$ cat src/design/ctf_pkg.sv
`timescale 1ns / 1ps
`default_nettype none
// ----------------------------------------------------------------------------
// ctf_pkg: shared types and constants of the column trace follower
// widths of the pixel and point fields, register indexes, reset values
// ----------------------------------------------------------------------------
package ctf_pkg;

   localparam int ROW_W       = 10;
   localparam int COL_W       = 12;
   localparam int CSR_ADDR_W  = 2;
   localparam int CSR_DATA_W  = 10;
   localparam int REQ_TDATA_W = 24;
   localparam int RSP_TDATA_W = 24;

   // result queue
   localparam int OUT_DEPTH = 3;
   localparam int OUT_PTR_W = 2;
   localparam int OUT_CNT_W = 2;

   // register indexes
   localparam logic [CSR_ADDR_W-1:0] CSR_PANEL_IS_LOWER = 2'd0;
   localparam logic [CSR_ADDR_W-1:0] CSR_MAX_JUMP       = 2'd1;
   localparam logic [CSR_ADDR_W-1:0] CSR_BASELINE_LIMIT = 2'd2;

   localparam logic [ROW_W-1:0] MAX_JUMP_RESET       = 10'd80;
   localparam logic [ROW_W-1:0] BASELINE_LIMIT_RESET = 10'd716;

   // one trace point, point_x in the low bits
   typedef struct packed {
      logic [ROW_W-1:0] point_y;
      logic [COL_W-1:0] point_x;
   } result_type;

endpackage
`default_nettype wire

$ cat src/design/ctf_out_fifo.sv
`timescale 1ns / 1ps
`default_nettype none
// ----------------------------------------------------------------------------
// ctf_out_fifo: small result queue in front of the result channel
// three entries, registered head, occupancy reported for flow control
// ----------------------------------------------------------------------------
module ctf_out_fifo (
   input  wire logic                          clock,
   input  wire logic                          reset,
   input  wire logic                          push,
   input  wire ctf_pkg::result_type           push_data,
   input  wire logic                          pop,
   output logic                               head_valid,
   output ctf_pkg::result_type                head_data,
   output logic [ctf_pkg::OUT_CNT_W-1:0]      count
);

   ctf_pkg::result_type               entry_ff [ctf_pkg::OUT_DEPTH];
   logic [ctf_pkg::OUT_PTR_W-1:0]     wr_ptr_ff, wr_ptr_in;
   logic [ctf_pkg::OUT_PTR_W-1:0]     rd_ptr_ff, rd_ptr_in;
   logic [ctf_pkg::OUT_CNT_W-1:0]     cnt_ff, cnt_in;
   logic                              do_pop;

   function automatic logic [ctf_pkg::OUT_PTR_W-1:0] next_ptr(
      input logic [ctf_pkg::OUT_PTR_W-1:0] p
   );
      if (p == ctf_pkg::OUT_PTR_W'(ctf_pkg::OUT_DEPTH - 1)) begin
         return '0;
      end
      return p + ctf_pkg::OUT_PTR_W'(1);
   endfunction

   always_comb begin
      do_pop    = pop && (cnt_ff != '0);
      wr_ptr_in = push ? next_ptr(wr_ptr_ff) : wr_ptr_ff;
      rd_ptr_in = do_pop ? next_ptr(rd_ptr_ff) : rd_ptr_ff;
      cnt_in    = cnt_ff + ctf_pkg::OUT_CNT_W'(push) - ctf_pkg::OUT_CNT_W'(do_pop);
   end

   always_ff @(posedge clock) begin
      if (reset) begin
         wr_ptr_ff <= '0;
         rd_ptr_ff <= '0;
         cnt_ff    <= '0;
      end else begin
         wr_ptr_ff <= wr_ptr_in;
         rd_ptr_ff <= rd_ptr_in;
         cnt_ff    <= cnt_in;
      end
   end

   always_ff @(posedge clock) begin
      if (push) begin
         entry_ff[wr_ptr_ff] <= push_data;
      end
   end

   assign head_valid = (cnt_ff != '0);
   assign head_data  = entry_ff[rd_ptr_ff];
   assign count      = cnt_ff;

endmodule
`default_nettype wire

$ cat config.mk
export PLATFORM = sky130hd
export DESIGN_NAME = ctf_out_fifo
export DESIGN_NICKNAME = d
export VERILOG_FILES = /design/src/design/ctf_pkg.sv /design/src/design/ctf_out_fifo.sv
export SDC_FILE = /design/constraint.sdc
export NUM_CORES = 1
export LEC_CHECK = 0
export ABC_AREA = 1
export BUFFER_PORTS_ARGS = -buffer_cell sky130_fd_sc_hd__buf_2
export CORE_MARGIN = 5
export CORE_UTILIZATION = 45
export CTS_BUF_LIST = sky130_fd_sc_hd__clkbuf_4 sky130_fd_sc_hd__clkbuf_8
export CTS_CLUSTER_SIZE = 10
export DETAILED_ROUTE_END_ITERATION = 8
export PLACE_DENSITY = 0.71
export SLEW_MARGIN = 20
export SYNTH_ARGS = -nofsm -noshare
export SYNTH_HDL_FRONTEND = slang
export SYNTH_SLANG_ARGS = --single-unit
$ cat constraint.sdc
create_clock -name clock -period 4.3 [get_ports clock]
set_input_delay 0.645 -clock clock [delete_from_list [all_inputs] [get_ports clock]]
set_output_delay 0.645 -clock clock [all_outputs]
set_load 0.02 [all_outputs]
**Word-level counts from Yosys, hierarchy flattened**

Memory sizes are Yosys's and may differ from the RTL's. A register that Yosys moved wholly into a read port is not among the register bits.
Cells that the tools add are included.

- Bits in registers: 6
- RAM bits: 66
- Input bits: 26
- Output and inout port bits: 25
- Memories: 1

- $add $sub $neg: 4
- Equal/unequal tests: 2
- Multiplexer cells: 10
- Reduce and logical (&&, ||, !) cells: 2

Memories:

| memory | depth | width | read ports | clocked after Yosys merged registers in | write ports | line | text |
|---|---|---|---|---|---|---|---|
| entry_ff | 3 | 22 | 1 | 1 | 1 | ctf_out_fifo.sv:18 | `ctf_pkg::result_type entry_ff [ctf_pkg::OUT_DEPTH];` |

Operators with widths:

| kind | number |
|---|---|
| two-way mux 2 bit | 6 |
| adder 2 x 1 -> 2 bit (second input constant) | 2 |
| equality test 2 bit (second input constant) | 2 |
| two-way mux 1 bit | 4 |
| adder 2 x 1 -> 2 bit | 1 |
| nonzero test 2 bit | 1 |
| subtractor 2 x 1 -> 2 bit | 1 |
| logical AND 1 bit | 1 |

**Logic depth before layout (Yosys ltp)**

Gate-level depths: netlist of the first run.

- Word-level depth: 5
- Gate-level depth with buffers: 7
- Mapped depth without buffers: 7

**Worst setup path before layout of the first run**

OpenSTA, ideal clock, no wires.

- Path kind: input to register
- Start point: in push
- End point: mem entry_ff[2][0] (netlist name) (enable)
- Library setup time: 0.429 ns
- Arrival: 2.223 ns
- Data required time: 3.871 ns
- Setup slack: 1.648 ns
- Cell stages on the path: 2
- Path buffers: 0
- Cells stage by stage: inv_1 nor3_1

- Longest elaborated chain between the ends: 2

Ends and longest elaborated chain:

| item | line | text |
|---|---|---|
| start: declaration | ctf_out_fifo.sv:10 | `input wire logic push,` |
| two-way mux 1 bit | ctf_out_fifo.sv:53 | `if (push) begin` |
| two-way mux 1 bit (implied by the code) | ctf_out_fifo.sv:54 | `entry_ff[wr_ptr_ff] <= push_data;` |
| end: declaration | ctf_out_fifo.sv:18 |  |

Every way passes these cells.

==> metrics.txt, run 1 <==
main area contributors after synthesis edfxtp_1 71%, a21oi_1 8.1%, dfxtp_1 5.7%, nand2_1 4.0%, nor2_1 4.0%; RR Endpoint entry_ff[0][11]; Resized cells post-CTS 0; area share of the largest cell type after synthesis 0.711; Nets 293; layout cell share with drive strength beyond 1 0.255; Hold Crit Class flop to flop; routed vias/inst 5.08; FF+latch count, synth 74; WL per Instance 16.2 um; CTS tree done; crit end category output pin; Synth Area per Inst 13.2 sq um; die area 7870 sq um; leak pwr 1.30 nW; Port Buffers 50; Slew Limit Fails 0; row count 28; maximum vdd ir drop 0.242 mV; area grow syn2layout 19.4%; biggest area consumer among synthesized cells edfxtp_1; Setup crit end head_data[20]; Syn Inst Count 212; flop2flop setup slack 2680 ps; slew at the pin with the worst max-slew slack 949 ps; Critical Path AT 2080 ps; placed inst area 3080 sq um; Setup TNS 0 ps; Fillers 503; reg2reg path depth 3; Tcrit/Tclk final 0.634; initial antenna violation count 0; vias 1758; synth cell count leaders 66 x edfxtp_1, 45 x a21oi_1, 30 x nand2_1, 30 x nor2_1, 11 x inv_1; Max Cap Viol 0; syn nets 239; min Tclk post-route 2730 ps; critical path class flop to output pin; Floorplan Core Area 5990 sq um; Setup-failing EPs final 0; post-synthesis cell area 2790 sq um; Post-CTS Setup Inserts 0; Initial DRC Count 109; count leader, synth edfxtp_1; pwr/cell area 514 nW/um^2; # DRC 0; # diodes 0; Main synth FF type edfxtp_1; crit path cell chain inv_2, nor2_1, a21oi_1, buf_2; Worst Skew 4.49 ps; hold_buf cts 0; RSZ-0062 raised after global routing no; stages on the worst setup path 4; fmax 0.367 GHz; number of global-route vias before repair 1774; final count of hold timing violations 0; I/O Pins 51; Slowest-stage cell, CP dfxtp_1; post-route ant nets 0; Worst Path Max Fanout 23; async set-reset flop share out of synthesis 0; clock sinks 74; final WL 5620 um; Yosys warning count 0; slew margin rel. 0.367; cts bufs inserted 9; Post-synth EDFFs 66; Crit path largest cell delay 870 ps; Reg clk slew, reported paths 70 ps; design area 3330 sq um; largest net degree at the start of global routing 24; clk buf depth 2; post-synth cell types 16; Clock Tree Root clkbuf_8; post-synthesis sequential area ratio 0.768; CTS H-tree lvls 3; DRT Pass-1 Iters 4; Die X 88.7 um; Clock Latency Late Sink 340 ps; overall routing resource usage 0.158; outcome completed; starting density of the core 0.466; gpl congestion 0.721; DP Wirelength 3480 um; Congestion Overflow GR 0; family with the most delay on the worst path flip-flops; nature of the critical path startpoint flop; first-pass GRT wire length 8870 um; reg2reg start wr_ptr_ff[1]; flip-flop and latch area 2140 sq um; CP Buf/Inv Count 2; Worst Path Required 3650 ps; multi-input logic area 533 sq um; die height 88.7 um
==> tightest hold or removal path, cell delays in order (launching register included) <==
cell and delay [ps]:
dfxtp_1 310, nand2_1 60, a21oi_1 50
==> power by group <==
group	internal [W]	switching, W	total (W)
Sequential	0.000819	0.0000210	0.000840
Combinational	0.0000625	0.000130	0.000193
Clock	0.000438	0.000240	0.000678
Total	0.00132	0.000391	0.00171
==> how the worst min path moves through the flow <==
| stage | from | to | slack [ps] | depth (start not counted) |
|---|---|---|---|---|
| after global routing | push_data[4] | entry_ff[0][4] | 480 | 1 |
| after global placement | wr_ptr_ff[1] | wr_ptr_ff[1] | 450 | 2 |
| after detailed placement | wr_ptr_ff[1] | wr_ptr_ff[1] | 450 | 2 |
| final | wr_ptr_ff[1] | wr_ptr_ff[1] | 470 | 2 |
| after floorplan | wr_ptr_ff[1] | wr_ptr_ff[1] | 440 | 2 |
| after CTS | wr_ptr_ff[1] | wr_ptr_ff[1] | 470 | 2 |
==> metrics by stage <==
step	instances	worst slack [ps]	power [W]	hold WS [ps]	util
floorplan	212	1650	0.000979	437	-
global placement	330	1980	0.00105	452	0.513
detailed placement	330	1910	0.00105	455	0.513
CTS	346	1530	0.00173	466	0.556
global route	346	1390	0.00178	480	0.556
finish	346	1570	0.00171	470	0.556
==> routing by layer <==
metal	share of wire	global-route usage
met2	0.50	0.254
met4	0.025	0.0920
met3	0.054	0.0391
met5	0	0
met1	0.43	0.192
==> state kept, by name (all words and copies together), names as in the netlist, named ones only <==
register,count
rd_ptr_ff,2
count,2
entry_ff,66
wr_ptr_ff,2
==> kinds of logic (layout without fill, tap and decap cells) <==
logic type,after synthesis,count (layout),synth area share
buffers and inverters,21,80,0.0426
and+or+nand+nor,67,67,0.0933
DFF,74,74,0.768
adders and majority gates,1,1,0.00449
AOI/OAI and AO/OA,49,49,0.0915
==> cells in the final DEF (no fill, tap or decap), drive strengths merged <==
master	Yosys	final
bufinv	0	4
inv	13	13
ha	1	1
nor3	1	1
o21a	1	1
dfxtp	8	8
o21ai	1	1
nand2	30	30
clkinv	0	3
buf	8	51
nor2	30	30
clkbuf	0	9
edfxtp	66	66
a21oi	47	47
nand3	6	6
==> area by class of cell <==
| class | count | share of cell area |
|---|---|---|
| sequential | 74 | 0.643 |
| multi-input combinational | 117 | 0.160 |
| timing repair buffer | 51 | 0.0774 |
| clock inverter | 7 | 0.0394 |
| clock buffer | 9 | 0.0372 |
| tap | 75 | 0.0282 |
| inverter | 13 | 0.0147 |
(Power assumes the default switching activity.)
==> run 2, diff against run 1 <==
--- a/config.mk
+++ b/config.mk
@@ -12,7 +12,7 @@
 export CTS_BUF_LIST = sky130_fd_sc_hd__clkbuf_4 sky130_fd_sc_hd__clkbuf_8
 export CTS_CLUSTER_SIZE = 10
 export DETAILED_ROUTE_END_ITERATION = 8
-export PLACE_DENSITY = 0.71
+export PLACE_DENSITY = 0.73
 export SLEW_MARGIN = 20
 export SYNTH_ARGS = -nofsm -noshare
 export SYNTH_HDL_FRONTEND = slang
==> constraint.sdc (replaced) <==
create_clock -name clock -period 2.35 [get_ports clock]
set_input_delay 0.3525 -clock clock [delete_from_list [all_inputs] [get_ports clock]]
set_output_delay 0.3525 -clock clock [all_outputs]
set_load 0.02 [all_outputs]
==> run 2 against run 1 <==
Against the previous run:
- highest routed layer unchanged
- clock power increased by 52%
- largest cell class unchanged
- wire length fell by 5.3%
- first-iteration DRC count decreased by 22%
- worst setup slack worse by 1200 ps
- via count is essentially flat
- worst hold slack lost 250 ps
==> metrics.txt, run 2 (synthesis gave the netlist of run 1 again) <==
vias 1757; initial antenna violation count 0; min Tclk post-route 1970 ps; Initial DRC Count 85; Die X 88.7 um; layout cell share with drive strength beyond 1 0.266; die height 88.7 um; worst hold stages 2; Comb pwr share 0.127; CTS H-tree lvls 3; cts bufs inserted 9; critical path class flop to output pin; maximum vdd ir drop 0.455 mV; reg2reg path depth 4; slew at the pin with the worst max-slew slack 413 ps; die area 7870 sq um; Worst Path Max Fanout 22; crit path cell chain inv_2, nand2_1, a21oi_1, buf_2; commonest cells after routing, fill and taps aside 66 x edfxtp_1, 50 x buf_2, 45 x a21oi_1; fmax 0.507 GHz; DP Wirelength 3420 um; Critical Path AT 1620 ps; area grow syn2layout 19.0%; number of global-route vias before repair 1761; final WL 5320 um; slew margin rel. 0.724; row count 28; Worst Path Required 2000 ps; flip-flop and latch area 2140 sq um; # diodes 0; hold_buf cts 0; crit end category output pin; final count of hold timing violations 0; CTS tree done; Slew Limit Fails 0; DRT Pass-1 Iters 6; Fillers 509; Worst Skew 5.70 ps; max reg flops 66; RR Endpoint entry_ff[0][18]; Setup-failing EPs final 0; gpl congestion 0.749; outcome completed; Hold Crit Endpoint count[0]; post-route ant nets 0; leak pwr 1.30 nW; WL per Instance 15.2 um; pwr/cell area 881 nW/um^2; clk buf depth 2; flop2flop setup slack 950 ps; starting density of the core 0.466; Max Cap Viol 0; # DRC 0; Clock Latency Late Sink 340 ps; first-pass GRT wire length 8380 um; Clock Power Share 0.352; Crit path largest cell delay 410 ps; Resized cells post-CTS 0; reg2reg start wr_ptr_ff[1]; Port Buffers 50; largest net degree at the start of global routing 23; Worst Setup Slack, final 376 ps; Nets 297; Slowest-stage cell, CP dfxtp_1; Clock Tree Root clkbuf_8; RSZ-0062 raised after global routing no; Congestion Overflow GR 0; Reg power frac 0.521; multi-input logic area 539 sq um; Floorplan Core Area 5990 sq um; Reg with most FFs entry_ff; Hold Crit Class input pin to flop; dpl ws 702 ps; Tcrit/Tclk final 0.840; clock sinks 74; Setup TNS 0 ps; I/O Pins 51; Post-CTS Setup Inserts 0; nature of the critical path startpoint flop; Reg clk slew, reported paths 70 ps; critical hold path startpoint reset; P_sw 0.000696 W; Sw Ratio 0.238; most common cell after layout, fill and taps aside edfxtp_1; overall routing resource usage 0.147; routed vias/inst 5.03; Internal Pwr Total 0.00223 W
==> run 2: cell types whose count changed in the layout (fill, tap and decap cells not counted) <==
cell	change
bufinv_16	-2
clkinv_1	-1
buf_4	+4
clkbuf_4	+2
nor3_2	-1
nor3_4	+1
==> run 2: cell type report <==
class	count	area share
well taps	75	0.0283
clock buffers	11	0.0419
multi-input cells	117	0.163
flip-flops and latches	74	0.646
clock inverters	4	0.0204
inverters	13	0.0147
repair buffers	55	0.0867
==> run 2: metrics by stage <==
| step | total power [W] | hold slack [ps] | cells | util | instance area (sq um) |
|---|---|---|---|---|---|
| finish | 0.00292 | 216 | 349 | 0.554 | 3320 |
| global route | 0.00305 | 205 | 349 | 0.554 | 3320 |
| CTS | 0.00295 | 203 | 349 | 0.554 | 3320 |
| detailed placement | 0.00193 | 459 | 334 | 0.519 | 3110 |
| global placement | 0.00192 | 452 | 334 | 0.519 | 3110 |
| floorplan | 0.00179 | 422 | 212 | - | 2790 |
==> run 2: critical path: cells and delay by family (launching register included) <==
family,cells,cell delay (ps)
AO/OA/AOI/OAI,1,220
flip-flops,1,410
AND/OR/NAND/NOR,1,110
buffers and inverters,2,550
==> run 2: how the worst max path moves through the flow <==
stage | start | endpoint | slack, ps | cells past startpoint
floorplan | wr_ptr_ff[1] | entry_ff[2][0] | 660 | 2
CTS | flop | head_data[19] | 320 | 4
finish | flop | head_data[19] | 380 | 4
detailed placement | flop | head_data[19] | 700 | 4
global route | flop | head_data[19] | 210 | 4
global placement | flop | head_data[19] | 780 | 4
==> run 2: power groups by stage <==
stage               registers (W)  logic (W)  clock network (W)
floorplan                 0.00155   0.000244                  0
global placement          0.00155   0.000372                  0
detailed placement        0.00155   0.000378                  0
CTS                       0.00152   0.000379            0.00105
global route              0.00153   0.000413            0.00111
finish                    0.00152   0.000371            0.00103
==> run 2: metal layers <==
layer | global-route usage | vias up | routed length (um) | part of all wire
li1 | - | 865 | - | -
met1 | 0.187 | 816 | 2300 | 0.43
met2 | 0.235 | 65 | 2540 | 0.48
met3 | 0.0279 | 11 | 372 | 0.070
met4 | 0.0865 | 0 | 110 | 0.021
met5 | 0 | - | 0 | 0
